--- src/hw/rtl/mhf_pkg.sv ---
// Package for the mask hole filler: sizes, register indexes, shared types and side clamping.
package mhf_pkg;

  // Largest mask side that the line memories hold
  localparam int unsigned MAX_SIDE   = 4096;
  localparam int unsigned MIN_SIDE   = 3;
  localparam int unsigned SIDE_W     = $clog2(MAX_SIDE + 1);
  localparam int unsigned POS_W      = $clog2(MAX_SIDE);
  localparam int unsigned ROW_W      = $clog2(MAX_SIDE + 2);

  // Configuration port
  localparam int unsigned CFG_IDX_W  = 2;
  localparam int unsigned CFG_DATA_W = 13;
  localparam int unsigned THR_W      = 4;
  localparam int unsigned CNT_W      = 4;

  localparam logic [CFG_IDX_W-1:0] REG_SIDE     = CFG_IDX_W'(0);
  localparam logic [CFG_IDX_W-1:0] REG_FILL_MIN = CFG_IDX_W'(1);

  localparam logic [SIDE_W-1:0] SIDE_RESET = SIDE_W'(2048);
  localparam logic [THR_W-1:0]  THR_RESET  = THR_W'(5);

  // Per-transaction control into the window
  typedef struct packed {
    logic shift;
    logic interior;
    logic pix;
  } mhf_win_ctrl_t;

  // One result transaction
  typedef struct packed {
    logic pixel_out;
    logic filled;
    logic last;
  } mhf_res_t;

  // Clamp a written side to the supported range
  function automatic logic [SIDE_W-1:0] clamp_side(logic [CFG_DATA_W-1:0] raw);
    logic [SIDE_W-1:0] res;
    if (32'(raw) < MIN_SIDE) begin
      res = SIDE_W'(MIN_SIDE);
    end else if (32'(raw) > MAX_SIDE) begin
      res = SIDE_W'(MAX_SIDE);
    end else begin
      res = SIDE_W'(raw);
    end
    return res;
  endfunction

endpackage

--- src/hw/rtl/mhf_window.sv ---
// 3x3 neighbourhood window and fill decision for the hole filler.
module mhf_window (
  input  logic                        clk_i,
  input  mhf_pkg::mhf_win_ctrl_t      ctrl_i,
  input  logic                        top_new_i,
  input  logic                        mid_new_i,
  input  logic [mhf_pkg::THR_W-1:0]   thr_i,
  output logic                        pixel_out_o,
  output logic                        filled_o
);
  import mhf_pkg::*;

  // Top row holds filled values, middle left is the previous result,
  // middle centre and right and the bottom row are as received
  logic t0_q, t1_q;
  logic m0_q, m1_q;
  logic b0_q, b1_q;
  logic [CNT_W-1:0] count;
  logic             fill;

  // Count set neighbours
  always_comb begin
    count = CNT_W'(t0_q) + CNT_W'(t1_q) + CNT_W'(top_new_i)
          + CNT_W'(m0_q) + CNT_W'(mid_new_i)
          + CNT_W'(b0_q) + CNT_W'(b1_q) + CNT_W'(ctrl_i.pix);
  end

  // Fill an interior zero pixel with enough set neighbours
  assign fill        = ~m1_q & ctrl_i.interior & (count >= thr_i);
  assign filled_o    = fill;
  assign pixel_out_o = m1_q | fill;

  // Advance the window on each transaction
  always_ff @(posedge clk_i) begin
    if (ctrl_i.shift) begin
      t0_q <= t1_q;
      t1_q <= top_new_i;
      m0_q <= m1_q | fill;
      m1_q <= mid_new_i;
      b0_q <= b1_q;
      b1_q <= ctrl_i.pix;
    end
  end

endmodule

--- config.mk ---
export PLATFORM = sky130hd
export DESIGN_NAME = mhf_window
export DESIGN_NICKNAME = d
export VERILOG_FILES = /design/src/hw/rtl/mhf_pkg.sv /design/src/hw/rtl/mhf_window.sv
export SDC_FILE = /design/constraint.sdc
export NUM_CORES = 1
export LEC_CHECK = 0
export ABC_AREA = 1
export BUFFER_PORTS_ARGS = -buffer_cell sky130_fd_sc_hd__buf_2
export CORE_AREA = 5 5 42 44
export DETAILED_ROUTE_END_ITERATION = 8
export DIE_AREA = 0 0 47 49
export PLACE_DENSITY_LB_ADDON = 0.25
export SLEW_MARGIN = 20
export SYNTH_ARGS = -nofsm -noshare
export SYNTH_HDL_FRONTEND = slang
export SYNTH_SLANG_ARGS = --single-unit
--- constraint.sdc ---
create_clock -name clk_i -period 3.4 [get_ports clk_i]
set_clock_uncertainty 0.15 [all_clocks]
set_input_delay 0.34 -clock clk_i [delete_from_list [all_inputs] [get_ports clk_i]]
set_output_delay 0.34 -clock clk_i [all_outputs]
set_load 0.02 [all_outputs]
# == After elaboration in Yosys (flattened, before gate mapping) ==
# Index checks and enable logic that the tools add are counted.
# classes
add_sub_neg,7
order_cmp,1
bitwise,4
# op_table
cell,count
adder 4 x 1 -> 4 bit,4
adder 3 x 1 -> 4 bit,1
greater-or-equal comparator 4 bit,1
adder 2 x 1 -> 3 bit,1
adder 1 x 1 -> 2 bit,1
bitwise AND 1 bit,2
inverter 1 bit,1
OR 1 bit,1
# totals
reg_bits,6
inputBits,10
out_inout_bits,2
elab_cells,18

# == Depth between registers and ports, before layout ==
# depth
word_depth,10
ltp_mapped,15
ltp_nobuf,15

# == Worst setup path after synthesis ==
# Ideal clock, no wire load.
# synth_timing
kind,input port to output port
from,input port ctrl_i[0] (netlist name)
to,output port pixel_out_o
arrival_time_ps,3240
t_required_ps,2910
slack_ps,-330
stages,15
n_path_buf,0
path_cell_list,inv_1 > fa_1 > fa_1 > fa_1 > inv_1 > ha_1 > fa_1 > xor2_1 > ha_1 > nand2_1 > inv_1 > nand2_1 > nand3_1 > nand2_1 > nand2_1
# synth_via
elab_chain_len,4
# synth_rtl
element,line_no,text
"start, declared",mhf_window.sv:4,"input mhf_pkg::mhf_win_ctrl_t ctrl_i,"
adder 4 x 1 -> 4 bit,mhf_window.sv:25,+ CNT_W'(b0_q) + CNT_W'(b1_q) + CNT_W'(ctrl_i.pix);
greater-or-equal comparator 4 bit,mhf_window.sv:29,assign fill = ~m1_q & ctrl_i.interior & (count >= thr_i);
bitwise AND 1 bit,mhf_window.sv:29,
OR 1 bit,mhf_window.sv:31,assign pixel_out_o = m1_q | fill;
"end, declared",mhf_window.sv:8,"output logic pixel_out_o,"
# Every way passes these cells.

# == Final worst setup path ==
# layout_timing
from,register t0_q
to,output port pixel_out_o
# layout_via
elab_chain_len,10
# layout_rtl
element,line_no,text
"start, declared",mhf_window.sv:15,"logic t0_q, t1_q;"
"start signal, assigned",mhf_window.sv:36,t0_q <= t1_q;
adder 1 x 1 -> 2 bit,mhf_window.sv:23,count = CNT_W'(t0_q) + CNT_W'(t1_q) + CNT_W'(top_new_i)
adder 2 x 1 -> 3 bit,mhf_window.sv:23,
adder 3 x 1 -> 4 bit,mhf_window.sv:24,+ CNT_W'(m0_q) + CNT_W'(mid_new_i)
adder 4 x 1 -> 4 bit,mhf_window.sv:24,
adder 4 x 1 -> 4 bit (3 in a row),mhf_window.sv:25,
greater-or-equal comparator 4 bit,mhf_window.sv:29,
bitwise AND 1 bit,mhf_window.sv:29,
OR 1 bit,mhf_window.sv:31,
# Every way passes these cells.

==> results.py <==
metrics = {
    "status": {
        "status": "finished with violations",
        "violations": "setup timing",
    },
    "worst_setup_path": {
        "cp_top_family": "adder cells",
        "cp_num_buf_inv": 4,
        "regToRegSetupSlack_ns": -0.23,
        "cpMostUsedCell": "fa_1",
        "crit_slowest_cell": "fa_1",
        "cp.depth": 16,
        "cp-start-kind": "flop",
        "max_stage_delay_ns": 0.52,
        "crit_type": "flop to output port",
        "reg2reg_depth": 15,
        "r2r-start": "t0_q",
        "crit_start": "t0_q",
        "worstSetupEndpoint": "pixel_out_o",
        "path_max_fanout": 2,
        "path_cells": "inv_2 > fa_1 > fa_1 > fa_1 > inv_1 > ha_2 > fa_2 > xor2_1 > ha_1 > nand2_1 > inv_1 > nand2_1 > nand3_2 > nand2_2 > nand2_2 > buf_6",
        "cp_data_required_time_ns": 2.91,
        "arrival_ns": 3.59,
        "end_kind": "output port",
        "worstReg2RegEnd": "m0_q",
    },
    "grt": {
        "grt_pass1_vias": 314,
        "grtUsageMet3_pct": 0,
        "antenna_found_initial": 0,
        "grt.overflow.total": 0,
        "grt_max_degree": 7,
        "grt_use_met2_pct": 10.6,
        "busiest_layer": "met2",
        "grt_pass1_wl_mm": 1.21,
        "track_usage_pct": 7.47,
        "grt_util_met1_pct": 9.77,
    },
    "pwr": {
        "clockPowerShare_pct": 19.0,
        "intPower_mw": 0.214,
        "seq_power_share_pct": 27.5,
        "p_sw_share_pct": 35.6,
        "leakagePower_nw": 0.362,
        "pwr-share-comb_pct": 53.5,
        "p_per_area_nw_per_um2": 521,
        "peakVddDrop_uv": 211,
        "p_sw_mw": 0.118,
    },
    "logic_synthesis": {
        "syn-cell-area_um2": 493,
        "synthCells": 52,
        "synth.avg_cell_area_um2": 9.48,
        "syn_nets": 73,
        "netlist.top_cell.by_area": "edfxtp_1",
        "yosysSeqAreaShare_pct": 36.5,
        "synth_cell_type_count": 11,
        "yosys_warnings": 0,
        "yosysTopAreaCellShare_pct": 36.5,
        "ys_ff_latch": 6,
        "synth.area.top_cells": "edfxtp_1 (37%), ha_1 (18%), fa_1 (16%), inv_1 (16%), nand2_1 (5.3%)",
    },
    "sta": {
        "hold_violations": 0,
        "fin_crit_ns": 4.08,
        "slew_headroom_pct": 88.9,
        "final.setup.worst_slack_ns": -0.684,
        "worstMarginPinSlew_ns": 0.167,
        "finalSetupViolCount": 3,
        "fmax_mhz": 245,
        "final.period_utilization_pct": 120,
        "rsz0062_at_grt": "true",
        "whs_ns": 0.142,
        "slew_violations": 0,
    },
    "detailed_routing": {
        "via_per_inst": 4.28,
        "drtIter0Drc": 1,
        "routedWlPerCell_um": 9.05,
        "dr.pass1.iters": 4,
        "drc": 0,
        "drt_wl_total_um": 751,
        "vias": 355,
        "drtAntennaViolNets": 0,
    },
    "clocking": {
        "clk_pin_slew_ns": 0.04,
        "root_buffer": "clkbuf_4",
        "cts_sinks": 6,
        "cts_max_level": 1,
        "cts_buffers": 3,
        "cts_hold_buf": 0,
        "cts.path.max_buffers": 2,
        "cts_tree": "done",
        "clk-insertion-delay-late_ns": 0.24,
    },
    "final_layout": {
        "area_growth_pct": 29.4,
        "fin_nets": 90,
        "final-instance-count-excl-fill": 83,
        "diodes": 0,
        "fill_cells": 149,
        "drive_above_1_share_pct": 35.8,
    },
    "die": {
        "fp.dieW_um": 47,
        "ioPinCount": 12,
        "start_util_pct": 35.2,
        "core_area_um2": 1400,
        "die_h_um": 49,
        "fp.dieArea_um2": 2300,
        "rows": 14,
    },
    "placed_design": {
        "hpwlAfterDp_um": 662,
        "io_buffers": 11,
        "place.gp.congestion": 0.688,
        "placed_cells": 79,
    },
    "min_path": {
        "worstHoldPathType": "primary input to flop",
    },
    "flow_run": {
        "maxCapViolCount": 0,
    },
}
==> through the flow <==
| step | worst slack (ns) | setup TNS, ns | cell area [µm²] | util [%] | power [mW] |
|---|---|---|---|---|---|
| final | -0.684 | -1.56 | 638 | 45.5 | 0.332 |
| after global routing | -0.828 | -1.97 | 638 | 45.5 | 0.374 |
| after CTS | -0.713 | -1.63 | 638 | 45.5 | 0.341 |
| after detailed placement | -0.573 | -1.44 | 588 | 42.0 | 0.256 |
| after global placement | -0.555 | -1.39 | 588 | 42.0 | 0.253 |
| after floorplan | -0.257 | -0.674 | 513 | - | 0.219 |
==> layout by cell type (no fill, tap or decap), drive strengths merged <==
| cell type | n |
|---|---|
| inv | 21 |
| buf | 12 |
| nand2 | 8 |
| ha | 7 |
| edfxtp | 6 |
| fa | 4 |
| clkbuf | 3 |
| nand3 | 2 |
| xor2 | 1 |
| a21oi | 1 |
| nand4 | 1 |
| nor2 | 1 |
==> timing repair <==
item / 4_1_cts / 5_1_grt
pin swaps: 5 / 0
resized for setup: 7 / 0
setup buffers: 1 / 0
endpoints found under the setup margin: 3 / 3
==> cell type report <==
| cell class | count | area, µm² | share of cell area (%) |
|---|---|---|---|
| Timing Repair Buffer | 12 | 75.1 | 11.8 |
| Clock buffer | 3 | 22.5 | 3.53 |
| Tap cell | 16 | 20.0 | 3.14 |
| Inverter | 21 | 78.8 | 12.4 |
| Sequential cell | 6 | 180 | 28.2 |
| Multi-Input combinational cell | 25 | 262 | 41.0 |
==> sequential cells by signal, summed over array words and instances (netlist names) <==
signal / cells
t1_q: 1
m0_q: 1
b1_q: 1
b0_q: 1
t0_q: 1
m1_q: 1
==> cell usage after synthesis <==
library cell / number
nand4_1: 1
inv_1: 21
nand3_1: 2
a21oi_1: 1
edfxtp_1: 6
ha_1: 7
fa_1: 4
nor2_1: 1
nand2_1: 7
xor2_1: 1
nand2_2: 1
==> power groups by stage <==
| stage | Combinational [mW] | Sequential (mW) | Clock (mW) |
|---|---|---|---|
| 3_5_place_dp | 0.163 | 0.0926 | 0 |
| 2_1_floorplan | 0.127 | 0.0919 | 0 |
| 3_3_place_gp | 0.161 | 0.0923 | 0 |
| 5_1_grt | 0.209 | 0.0914 | 0.0737 |
| 4_1_cts | 0.182 | 0.0914 | 0.0673 |
| 6_report | 0.178 | 0.0913 | 0.0632 |
==> metal layers <==
layer | part of all wire (%) | vias to the layer above
met3 | 1.9 | 0
met1 | 42 | 169
met5 | 0 | -
met4 | 0 | 0
li1 | - | 183
met2 | 56 | 3
==> worst min path at each step <==
stage | cells past startpoint | startpoint | end | slack [ns]
2_1_floorplan | 0 | b1_q | b0_q | 0.28
3_3_place_gp | 0 | t1_q | t0_q | 0.29
3_5_place_dp | 0 | t1_q | t0_q | 0.30
4_1_cts | 1 | ctrl_i[0] | b1_q | 0.13
5_1_grt | 1 | ctrl_i[0] | b1_q | 0.14
6_report | 1 | ctrl_i[0] | b1_q | 0.14
==> cell families (layout without fill, tap and decap cells) <==
group	count (synthesis)	after routing	synth area share (%)
buf+inv	21	36	16.0
fa+ha+maj	11	11	34.0
flops	6	6	36.5
compound gates	1	1	1.01
simple gates	12	12	10.7
xor+xnor	1	1	1.78
Note: power is estimated with default switching activity, not from simulation.
