File: src/hw/rtl/mhf_pkg.sv
// Package for the mask hole filler: sizes, register indexes, shared types and side clamping.
package mhf_pkg;

  // Largest mask side that the line memories hold
  localparam int unsigned MAX_SIDE   = 4096;
  localparam int unsigned MIN_SIDE   = 3;
  localparam int unsigned SIDE_W     = $clog2(MAX_SIDE + 1);
  localparam int unsigned POS_W      = $clog2(MAX_SIDE);
  localparam int unsigned ROW_W      = $clog2(MAX_SIDE + 2);

  // Configuration port
  localparam int unsigned CFG_IDX_W  = 2;
  localparam int unsigned CFG_DATA_W = 13;
  localparam int unsigned THR_W      = 4;
  localparam int unsigned CNT_W      = 4;

  localparam logic [CFG_IDX_W-1:0] REG_SIDE     = CFG_IDX_W'(0);
  localparam logic [CFG_IDX_W-1:0] REG_FILL_MIN = CFG_IDX_W'(1);

  localparam logic [SIDE_W-1:0] SIDE_RESET = SIDE_W'(2048);
  localparam logic [THR_W-1:0]  THR_RESET  = THR_W'(5);

  // Per-transaction control into the window
  typedef struct packed {
    logic shift;
    logic interior;
    logic pix;
  } mhf_win_ctrl_t;

  // One result transaction
  typedef struct packed {
    logic pixel_out;
    logic filled;
    logic last;
  } mhf_res_t;

  // Clamp a written side to the supported range
  function automatic logic [SIDE_W-1:0] clamp_side(logic [CFG_DATA_W-1:0] raw);
    logic [SIDE_W-1:0] res;
    if (32'(raw) < MIN_SIDE) begin
      res = SIDE_W'(MIN_SIDE);
    end else if (32'(raw) > MAX_SIDE) begin
      res = SIDE_W'(MAX_SIDE);
    end else begin
      res = SIDE_W'(raw);
    end
    return res;
  endfunction

endpackage

File: src/hw/rtl/mhf_out_buf.sv
// Output register with skid stage for result transactions.
module mhf_out_buf (
  input  logic              clk_i,
  input  logic              rst_ni,
  input  logic              push_i,
  input  mhf_pkg::mhf_res_t push_data_i,
  output logic              ready_o,
  output logic              out_valid_o,
  output mhf_pkg::mhf_res_t out_data_o,
  input  logic              out_ready_i
);
  import mhf_pkg::*;

  logic     out_valid_q, out_valid_d;
  logic     skid_valid_q, skid_valid_d;
  mhf_res_t out_data_q, out_data_d;
  mhf_res_t skid_data_q, skid_data_d;
  logic     out_free;

  assign out_free = ~out_valid_q | out_ready_i;
  assign ready_o  = ~skid_valid_q;

  // Move skid into the output stage when it drains, else park new results
  always_comb begin
    out_valid_d  = out_valid_q;
    out_data_d   = out_data_q;
    skid_valid_d = skid_valid_q;
    skid_data_d  = skid_data_q;
    if (out_free) begin
      out_valid_d  = skid_valid_q | push_i;
      out_data_d   = skid_valid_q ? skid_data_q : push_data_i;
      skid_valid_d = 1'b0;
    end else if (push_i) begin
      skid_valid_d = 1'b1;
      skid_data_d  = push_data_i;
    end
  end

  always_ff @(posedge clk_i or negedge rst_ni) begin
    if (!rst_ni) begin
      out_valid_q  <= 1'b0;
      skid_valid_q <= 1'b0;
    end else begin
      out_valid_q  <= out_valid_d;
      skid_valid_q <= skid_valid_d;
    end
  end

  always_ff @(posedge clk_i) begin
    out_data_q  <= out_data_d;
    skid_data_q <= skid_data_d;
  end

  assign out_valid_o = out_valid_q;
  assign out_data_o  = out_data_q;

endmodule

File: config.mk
export PLATFORM = sky130hd
export DESIGN_NAME = mhf_out_buf
export DESIGN_NICKNAME = d
export VERILOG_FILES = /design/src/hw/rtl/mhf_pkg.sv /design/src/hw/rtl/mhf_out_buf.sv
export SDC_FILE = /design/constraint.sdc
export NUM_CORES = 1
export LEC_CHECK = 0
export BUFFER_PORTS_ARGS = -buffer_cell sky130_fd_sc_hd__clkbuf_2
export CAP_MARGIN = 10
export CELL_PAD_IN_SITES_DETAIL_PLACEMENT = 0
export CELL_PAD_IN_SITES_GLOBAL_PLACEMENT = 1
export CORE_AREA = 2 2 39 41
export DETAILED_ROUTE_END_ITERATION = 8
export DIE_AREA = 0 0 41 43
export PLACE_DENSITY = 0.59
export SLEW_MARGIN = 20
export SYNTH_ARGS = -nofsm -noshare
export SYNTH_HDL_FRONTEND = slang
export SYNTH_SLANG_ARGS = --single-unit
File: constraint.sdc
create_clock -name clk_i -period 1.25 [get_ports clk_i]
set_input_delay 0.125 -clock clk_i [delete_from_list [all_inputs] [get_ports clk_i]]
set_output_delay 0.125 -clock clk_i [all_outputs]
set_load 0.02 [all_outputs]
Word level (Yosys, flattened, before mapping)

Index checks and enable logic that the tools add are counted.

Latch bits: 0
Bits of input ports: 7
Flip-flop bits (word level): 8
Memories kept: 0
ROM bits: 0
Logic and storage cells: 18
RAM bits: 0
Output and inout bits: 5

$lt $le $gt $ge: 0
Equal/unequal tests: 0
Shift operators: 0
Multiplexer cells: 3
Add/subtract/negate cells: 0
Bitwise gates (word level): 5
$mul: 0
Reduce and logical (&&, ||, !) cells: 2
Div/mod/pow operators: 0

Operator list:

| cell                | number |
|---|---|
| two-way mux 3 bit   | 1 |
| NOT 1 bit           | 3 |
| two-way mux 1 bit   | 2 |
| OR 1 bit            | 2 |
| AND reduction 2 bit | 1 |
| nonzero test 2 bit  | 1 |

Longest topological paths before layout

Gate-level depths: netlist (run 1).

Word-level depth: 4
Gate-level depth with buffers: 2
Depth with buffers taken out: 2

Worst setup path before layout (run 1)

No wires, ideal clock.

Path kind: register -> register
Start: register out_valid_q, in the netlist out_valid_o
End: register skid_data_q[0] in the netlist's numbering (enable)
Buffers on the path: 0
Path slack: 133 ps
Data required time: 931 ps
Data arrival time: 798 ps
Period minus slack after synthesis: 1117 ps
Cell stages (with the launch flop): 3
Setup time: 319 ps
Cell sequence: dfrtp_1 nand2b_1 nor2_1

Cells in the longest elaborated chain, start to end: 4

Ends and longest elaborated chain:

| item                          | line              | text |
|---|---|---|
| start: declaration            | mhf_out_buf.sv:14 | `logic out_valid_q, out_valid_d;` |
| start signal: assignment      | mhf_out_buf.sv:44 | `out_valid_q <= out_valid_d;` |
| NOT 1 bit                     | mhf_out_buf.sv:20 | `assign out_free = ~out_valid_q \| out_ready_i;` |
| OR 1 bit                      | mhf_out_buf.sv:20 |  |
| named net out_free            | mhf_out_buf.sv:18 | `logic out_free;` |
| NOT 1 bit (no line)           | n/a               |  |
| AND reduction 2 bit (no line) | n/a               |  |
| end signal: assignment        | mhf_out_buf.sv:51 | `skid_data_q <= skid_data_d;` |
| end: declaration              | mhf_out_buf.sv:17 | `mhf_res_t skid_data_q, skid_data_d;` |

The timed path passes the listed nets, and every way through them passes these cells.
A chain may end at the register's enable or synchronous reset.

Worst setup path in the final report (run 1)

Start: register skid_valid_q
End: output ready_o

Cells in the longest elaborated chain, start to end: 1

Ends and longest elaborated chain:

| item                     | line              | text |
|---|---|---|
| start: declaration       | mhf_out_buf.sv:15 | `logic skid_valid_q, skid_valid_d;` |
| start signal: assignment | mhf_out_buf.sv:45 | `skid_valid_q <= skid_valid_d;` |
| NOT 1 bit                | mhf_out_buf.sv:21 | `assign ready_o = ~skid_valid_q;` |
| end: declaration         | mhf_out_buf.sv:7  | `output logic ready_o,` |

No other way between the ends.

==> results of run 1 <==
[timing repair]
action / in CTS / in global routing
resized for setup: 0 / 0
endpoints found under the hold margin: 2 / 0
hold buffers: 1 / 0
[routing by layer]
| layer | wire [um] | global-route usage (%) | share of wire [%] | vias up |
|---|---|---|---|---|
| met3 | 66 | 4.71 | 14 | 0 |
| met5 | 0 | 0 | 0 | - |
| met2 | 242 | 10.3 | 52 | 10 |
| li1 | - | - | - | 97 |
| met4 | 0 | 6.00 | 0 | 0 |
| met1 | 157 | 7.07 | 34 | 91 |
[area by class of cell]
cell class / instances / area share, %
multi-input combinational: 8 / 13.4
sequential: 8 / 55.9
tap: 16 / 4.86
inverter: 2 / 1.82
timing repair buffer: 13 / 17.6
clock buffer: 4 / 6.38
[sequential cells by signal, indices dropped and copies added (netlist names)]
register	flops
out_data_o	3
out_valid_o	1
skid_data_q	3
skid_valid_q	1
[worst max-delay path: stages, from the launching register on]
cell	delay, ns
sky130_fd_sc_hd__dfrtp_1	0.43
sky130_fd_sc_hd__inv_1	0.07
sky130_fd_sc_hd__clkbuf_2	0.16
[synth_stat cells]
master / number / area share [%]
sky130_fd_sc_hd__inv_1: 2 / 2.6
sky130_fd_sc_hd__mux2_2: 3 / 12
sky130_fd_sc_hd__edfxtp_1: 6 / 62
sky130_fd_sc_hd__nor2_1: 3 / 3.8
sky130_fd_sc_hd__nand2b_1: 1 / 2.1
sky130_fd_sc_hd__nand2_1: 1 / 1.3
sky130_fd_sc_hd__dfrtp_1: 2 / 17
[stage by stage]
step / cell area (um2) / util, %
6_report: 412 / 29.7
5_1_grt: 412 / 29.7
4_1_cts: 412 / 29.7
3_5_place_dp: 375 / 27.1
3_3_place_gp: 375 / 27.1
2_1_floorplan: 293 / -
[worst min path at each step]
| stage | slack [ns] | end | from | depth (start not counted) |
|---|---|---|---|---|
| final | 0.07 | skid_data_q[0] | push_data_i[0] | 1 |
| after floorplan | -0.17 | out_valid_o | rst_ni | 0 |
| after global routing | 0.06 | skid_data_q[0] | push_data_i[0] | 1 |
| after detailed placement | -0.09 | out_valid_o | rst_ni | 1 |
| after global placement | -0.09 | out_valid_o | rst_ni | 1 |
| after CTS | 0.06 | skid_data_q[0] | push_data_i[0] | 1 |
[power by group through the flow]
stage / Clock, mW / Combinational [mW] / Sequential, mW
after detailed placement: 0 / 0.0715 / 0.322
final: 0.201 / 0.0722 / 0.317
after global placement: 0 / 0.0711 / 0.322
after CTS: 0.217 / 0.0744 / 0.317
after floorplan: 0 / 0.0240 / 0.337
after global routing: 0.229 / 0.0806 / 0.319
[cells by family after synthesis]
group | synth area share [%]
buf+inv | 2.57
flops | 78.6
mux | 11.5
simple gates | 7.26
==> summary.txt, run 1 <==
==================================================================================
Synth warn                                                                       0
Number of unique standard cell types used by synthesis                           7
Cell Rows                                                                       14
Top library cells by usage in the layout, fill and taps aside         sky130_fd_sc_hd__clkbuf_2 (11), sky130_fd_sc_hd__edfxtp_1 (6), sky130_fd_sc_hd__mux2_2 (3), sky130_fd_sc_hd__nor2_1 (3), sky130_fd_sc_hd__clkbuf_4 (3)
Share of total power consumed by net switching                               21.6%
Crit Path Max Fanout                                                             5
Total internal power                                                        463 uW
Worst slack, placed                                                       0.208 ns
Area taken by flip-flops and latches                                       230 um2
Die outline area                                                          1760 um2
Layout-stage area growth over the synthesis result                           40.6%
Achievable frequency                                                       979 MHz
Total power divided by cell area                                       1430 nW/um2
Hold Violations, Final                                                           0
CP arrival                                                                 0.90 ns
Initial core utilization                                                     21.2%
Worst supply voltage drop on vdd                                          0.450 mV
Clock Latency Late Sink                                                    0.25 ns
Final critical-path share of the clock period                                81.7%
Vias after detailed routing                                                    198
Cells after synthesis                                                           18
Relative contribution of combinational cells to total power                  12.2%
Detailed-route DRC error count                                                   0
Tmin final                                                                 1.02 ns
Area of the placeable core                                                1380 um2
Number of failing setup endpoints in the final timing report                     0
Critical path data required time                                           1.12 ns
Non-Filler Instances                                                            51
Setup Total Neg Slack                                                         0 ns
Critical path launch point                                            skid_valid_q
Ports placed on the boundary                                                    12
Part of the Yosys area used for sequential elements                          78.6%
Number of maximum-capacitance violations                                         0
TritonCTS Buffers                                                                3
Setup repair after global routing missed its margin                          false
Worst setup margin                                                        0.228 ns
Syn Std Cell Area                                                          293 um2
Reg clk slew, reported paths                                               0.06 ns
Worst-margin pin slew                                                     0.253 ns
Share of final-layout standard cells stronger than drive strength 1          51.4%
Startpoint of the most critical register-to-register path             skid_valid_q
Remaining global-route overflow                                                  0
Most common library cell in the layout ignoring fill and taps         sky130_fd_sc_hd__clkbuf_2
Total Routed Length                                                         466 um
Total of flip-flops plus latches after synthesis                                 8
Number of inserted filler cells in the final layout                            153
GRT Util Overall                                                             7.33%
Chip width                                                                   41 um
Reg-to-reg endpoint                                                   out_data_o[0]
Average wire length per cell after detail routing                          9.14 um
Worst hold-check path type                                               in -> reg
# nets final                                                                    43
Clock tree from TritonCTS                                                      yes
Number of antenna violations at the first check in global routing                0
Post-DRT Antenna Nets                                                            0
Final Max Tran Viols                                                             0
Number of buffers inserted to repair setup after CTS                             0
Total power                                                                 590 uW
Setup CP Type                                                           reg -> out
R2r setup slk                                                              0.24 ns
First-pass DRT Iterations                                                        1
DPL Wire Length                                                             395 um
Number of global-route vias before repair                                      199
Placer Congestion                                                            0.632
CTS H-Tree Depth                                                                 1
Net switching power                                                         127 uW
CTS Root Buffer Type                                                  sky130_fd_sc_hd__clkbuf_4
Number of DRC markers in iteration 0                                             0
Vertical die dimension                                                       43 um
Status                                                                finished, final reports clean
# placed instances                                                              46
Area used by multi-input combinational logic                              55.1 um2
First-pass GRT wire length                                                  772 um
Part of the power in registers                                               53.7%
IO Port Bufs                                                                    11
Final Hold Slack                                                         0.0668 ns
Nature of the critical path endpoint                                  primary output
CP Capture Point                                                           ready_o
Antenna Cells                                                                    0
Post-Syn Area per Cell                                                    16.3 um2
Total leakage power                                                       0.180 nW
Largest buffer count on any clock path                                           2
Clock power share                                                            34.0%
Relative slew slack                                                          83.1%
Clock skew after layout                                                 0.00821 ns
Pin count of the biggest net entering global routing                             6
Startpoint kind of the worst setup timing path                            register
Via count normalized by instance count                                        3.88
Sinks on Clock Net                                                               8
Cells on worst reg2reg path                                                      1
Syn Nets                                                                        25
==================================================================================
Power figures use the tool's default switching activity.
==> inputs of run 2 (changes only) <==
Clock period 1.25 ns to 1 ns, I/O delays scaled along.
==> run 2 against run 1 <==
Net effect:
- the run now ends with setup timing left
- non-clock buffer count is 1 higher
- register-to-register slack worse by 0.27 ns
- combinational power is 58% higher
- first-iteration DRC count stayed put
- hold slack worse by 0.029 ns
- core utilization is 2.4 points higher
- clock-buffer cell count stayed put
- critical path type is now reg -> reg
- largest cell class unchanged
- highest routed layer unchanged
==> summary.txt, run 2 (synthesized netlist as in run 1, its figures left out) <==
==================================================================================
Detailed-route DRC error count                                                   0   unchanged
Total Routed Length                                                         509 um   +9.2%
Startpoint kind of the worst setup timing path                            register
Placer Congestion                                                            0.645   +2.0%
Grt met2 use                                                                 10.9%   +0.63 points
Share of final-layout standard cells stronger than drive strength 1          63.9%   +12 points
Top library cells by usage in the layout, fill and taps aside         sky130_fd_sc_hd__clkbuf_2 (10), sky130_fd_sc_hd__edfxtp_1 (6), sky130_fd_sc_hd__mux2_2 (3), sky130_fd_sc_hd__clkbuf_4 (3)
Remaining global-route overflow                                                  0   unchanged
CTS H-Tree Depth                                                                 1   unchanged
Clock skew after layout                                                 0.00150 ns   -0.00671 ns
Number of antenna violations at the first check in global routing                0   unchanged
Worst setup margin                                                      -0.0289 ns   -0.257 ns
TritonCTS Buffers                                                                3   unchanged
Post-DRT Antenna Nets                                                            0   unchanged
Antenna Cells                                                                    0   unchanged
CTS Root Buffer Type                                                  sky130_fd_sc_hd__clkbuf_4
Final Max Tran Viols                                                             0   unchanged
Via count normalized by instance count                                        3.81   -1.9%
Cell Rows                                                                       14   unchanged
Chip width                                                                   41 um   unchanged
Worst hold-check path type                                               in -> reg
Largest buffer count on any clock path                                           2   unchanged
Setup CP Type                                                           reg -> reg
# nets final                                                                    44   +2.3%
Final critical-path share of the clock period                                 103%
Worst slack, placed                                                     -0.0115 ns   -0.220 ns
Vertical die dimension                                                       43 um   unchanged
Worst-margin pin slew                                                     0.131 ns   -0.122 ns
Number of maximum-capacitance violations                                         0   unchanged
Reg clk slew, reported paths                                               0.06 ns   about the same
Vias after detailed routing                                                    198   unchanged
IO Port Bufs                                                                    11   unchanged
Sinks on Clock Net                                                               8   unchanged
Violated checks                                                       setup timing
Relative slew slack                                                          91.2%   +8.1 points
Pin count of the biggest net entering global routing                             7   +1
Clock Latency Late Sink                                                    0.25 ns   about the same
Crit Path Max Fanout                                                             3   -2
Non-Filler Instances                                                            52   +2.0%
Worst path slowest cell                                               sky130_fd_sc_hd__dfrtp_1
Most utilized layer in the global route result                                met2
Total power divided by cell area                                       1730 nW/um2   +21%
Ports placed on the boundary                                                    12   unchanged
Area of the placeable core                                                1380 um2   unchanged
Clock tree from TritonCTS                                                      yes
Setup Total Neg Slack                                                   -0.0897 ns   -0.0897 ns
Nature of the critical path endpoint                                      register
GRT Util Overall                                                             7.72%   +0.38 points
Status                                                                finished, violations left
First-pass GRT wire length                                                  855 um   +11%
Largest incremental delay on the critical path                             0.34 ns   -0.09 ns
Global-route track usage on met1                                             8.33%   +1.3 points
Layout-stage area growth over the synthesis result                           52.1%
Die outline area                                                          1760 um2   unchanged
Number of failing setup endpoints in the final timing report                     4   +4
Met3 routing resource usage after global routing                             3.66%   -1.0 points
Average wire length per cell after detail routing                          9.79 um   +7.1%
Tmin final                                                                 1.03 ns
CP arrival                                                                 1.03 ns   +0.13 ns
First-pass DRT Iterations                                                        1   unchanged
Number of DRC markers in iteration 0                                             0   unchanged
Number of global-route vias before repair                                      217   +9.0%
Most common library cell in the layout ignoring fill and taps         sky130_fd_sc_hd__clkbuf_2
# placed instances                                                              46   unchanged
Initial core utilization                                                     21.2%   unchanged
Critical path data required time                                           1.00 ns   -0.12 ns
Setup repair after global routing missed its margin                           true
Cell-by-cell trace of the critical path                               buf_4, mux2_2
Achievable frequency                                                       972 MHz
Total leakage power                                                       0.195 nW   +8.3%
Worst supply voltage drop on vdd                                          0.639 mV   +42%
Hold Violations, Final                                                           0   unchanged
==================================================================================
-- run 2: cell types whose count changed in the layout (fill, tap and decap cells not counted), sizes merged --
cell / change
buf: +2
clkbuf: -1
-- run 2: worst max-delay path: cells and delay by family, from the launching register on --
family / cells / cell delay, ns
multiplexers: 1 / 0.32
flip-flops: 1 / 0.34
buffers and inverters: 1 / 0.12
-- run 2: through the flow --
step / hold WS (ns) / total power, mW / util (%) / instance area, um2
finish: 0.0376 / 0.771 / 32.2 / 445
global route: 0.0310 / 0.811 / 32.2 / 445
CTS: 0.0308 / 0.782 / 31.7 / 439
detailed placement: -0.107 / 0.501 / 27.9 / 387
global placement: -0.110 / 0.498 / 27.9 / 387
floorplan: -0.196 / 0.457 / - / 304
-- run 2: layout make-up --
cell class,count,area [um2]
tap,16,20.0
fill,142,938
multi-input combinational,8,70.1
sequential,8,231
clock buffer,4,26.3
inverter,2,7.51
timing repair buffer,14,90.1
-- run 2: routing by layer --
metal	vias to the layer above	wire length [um]
li1	97	-
met3	0	66
met2	10	242
met4	0	0
met5	-	0
met1	91	200
-- run 2: timing repair --
item / in CTS / in global routing
setup buffers: 1 / 0
hold buffers: 1 / 0
gates resized for setup: 3 / 2
setup endpoints to repair: 4 / 7
hold endpoints to repair: 2 / 0
-- run 2: power by group --
part	switching (mW)	internal, mW	leakage [nW]
clock	0.109	0.153	0.0150
combinational	0.0594	0.0547	0.0998
sequential	0.00831	0.386	0.0804
-- run 2: final timing paths --
path	startpoint	endpoint	slack [ns]	cells after the start
hold reg to reg	skid_data_q[0]	out_data_o[0]	0.55	1
hold / removal	push_data_i[1]	skid_data_q[1]	0.04	1
min in group asynchronous	rst_ni	out_valid_o	0.17	2
max in group asynchronous	rst_ni	out_valid_o	0.72	2
setup reg to reg	skid_valid_q	out_data_o[2]	-0.03	2
setup / recovery	skid_valid_q	out_data_o[2]	-0.03	2
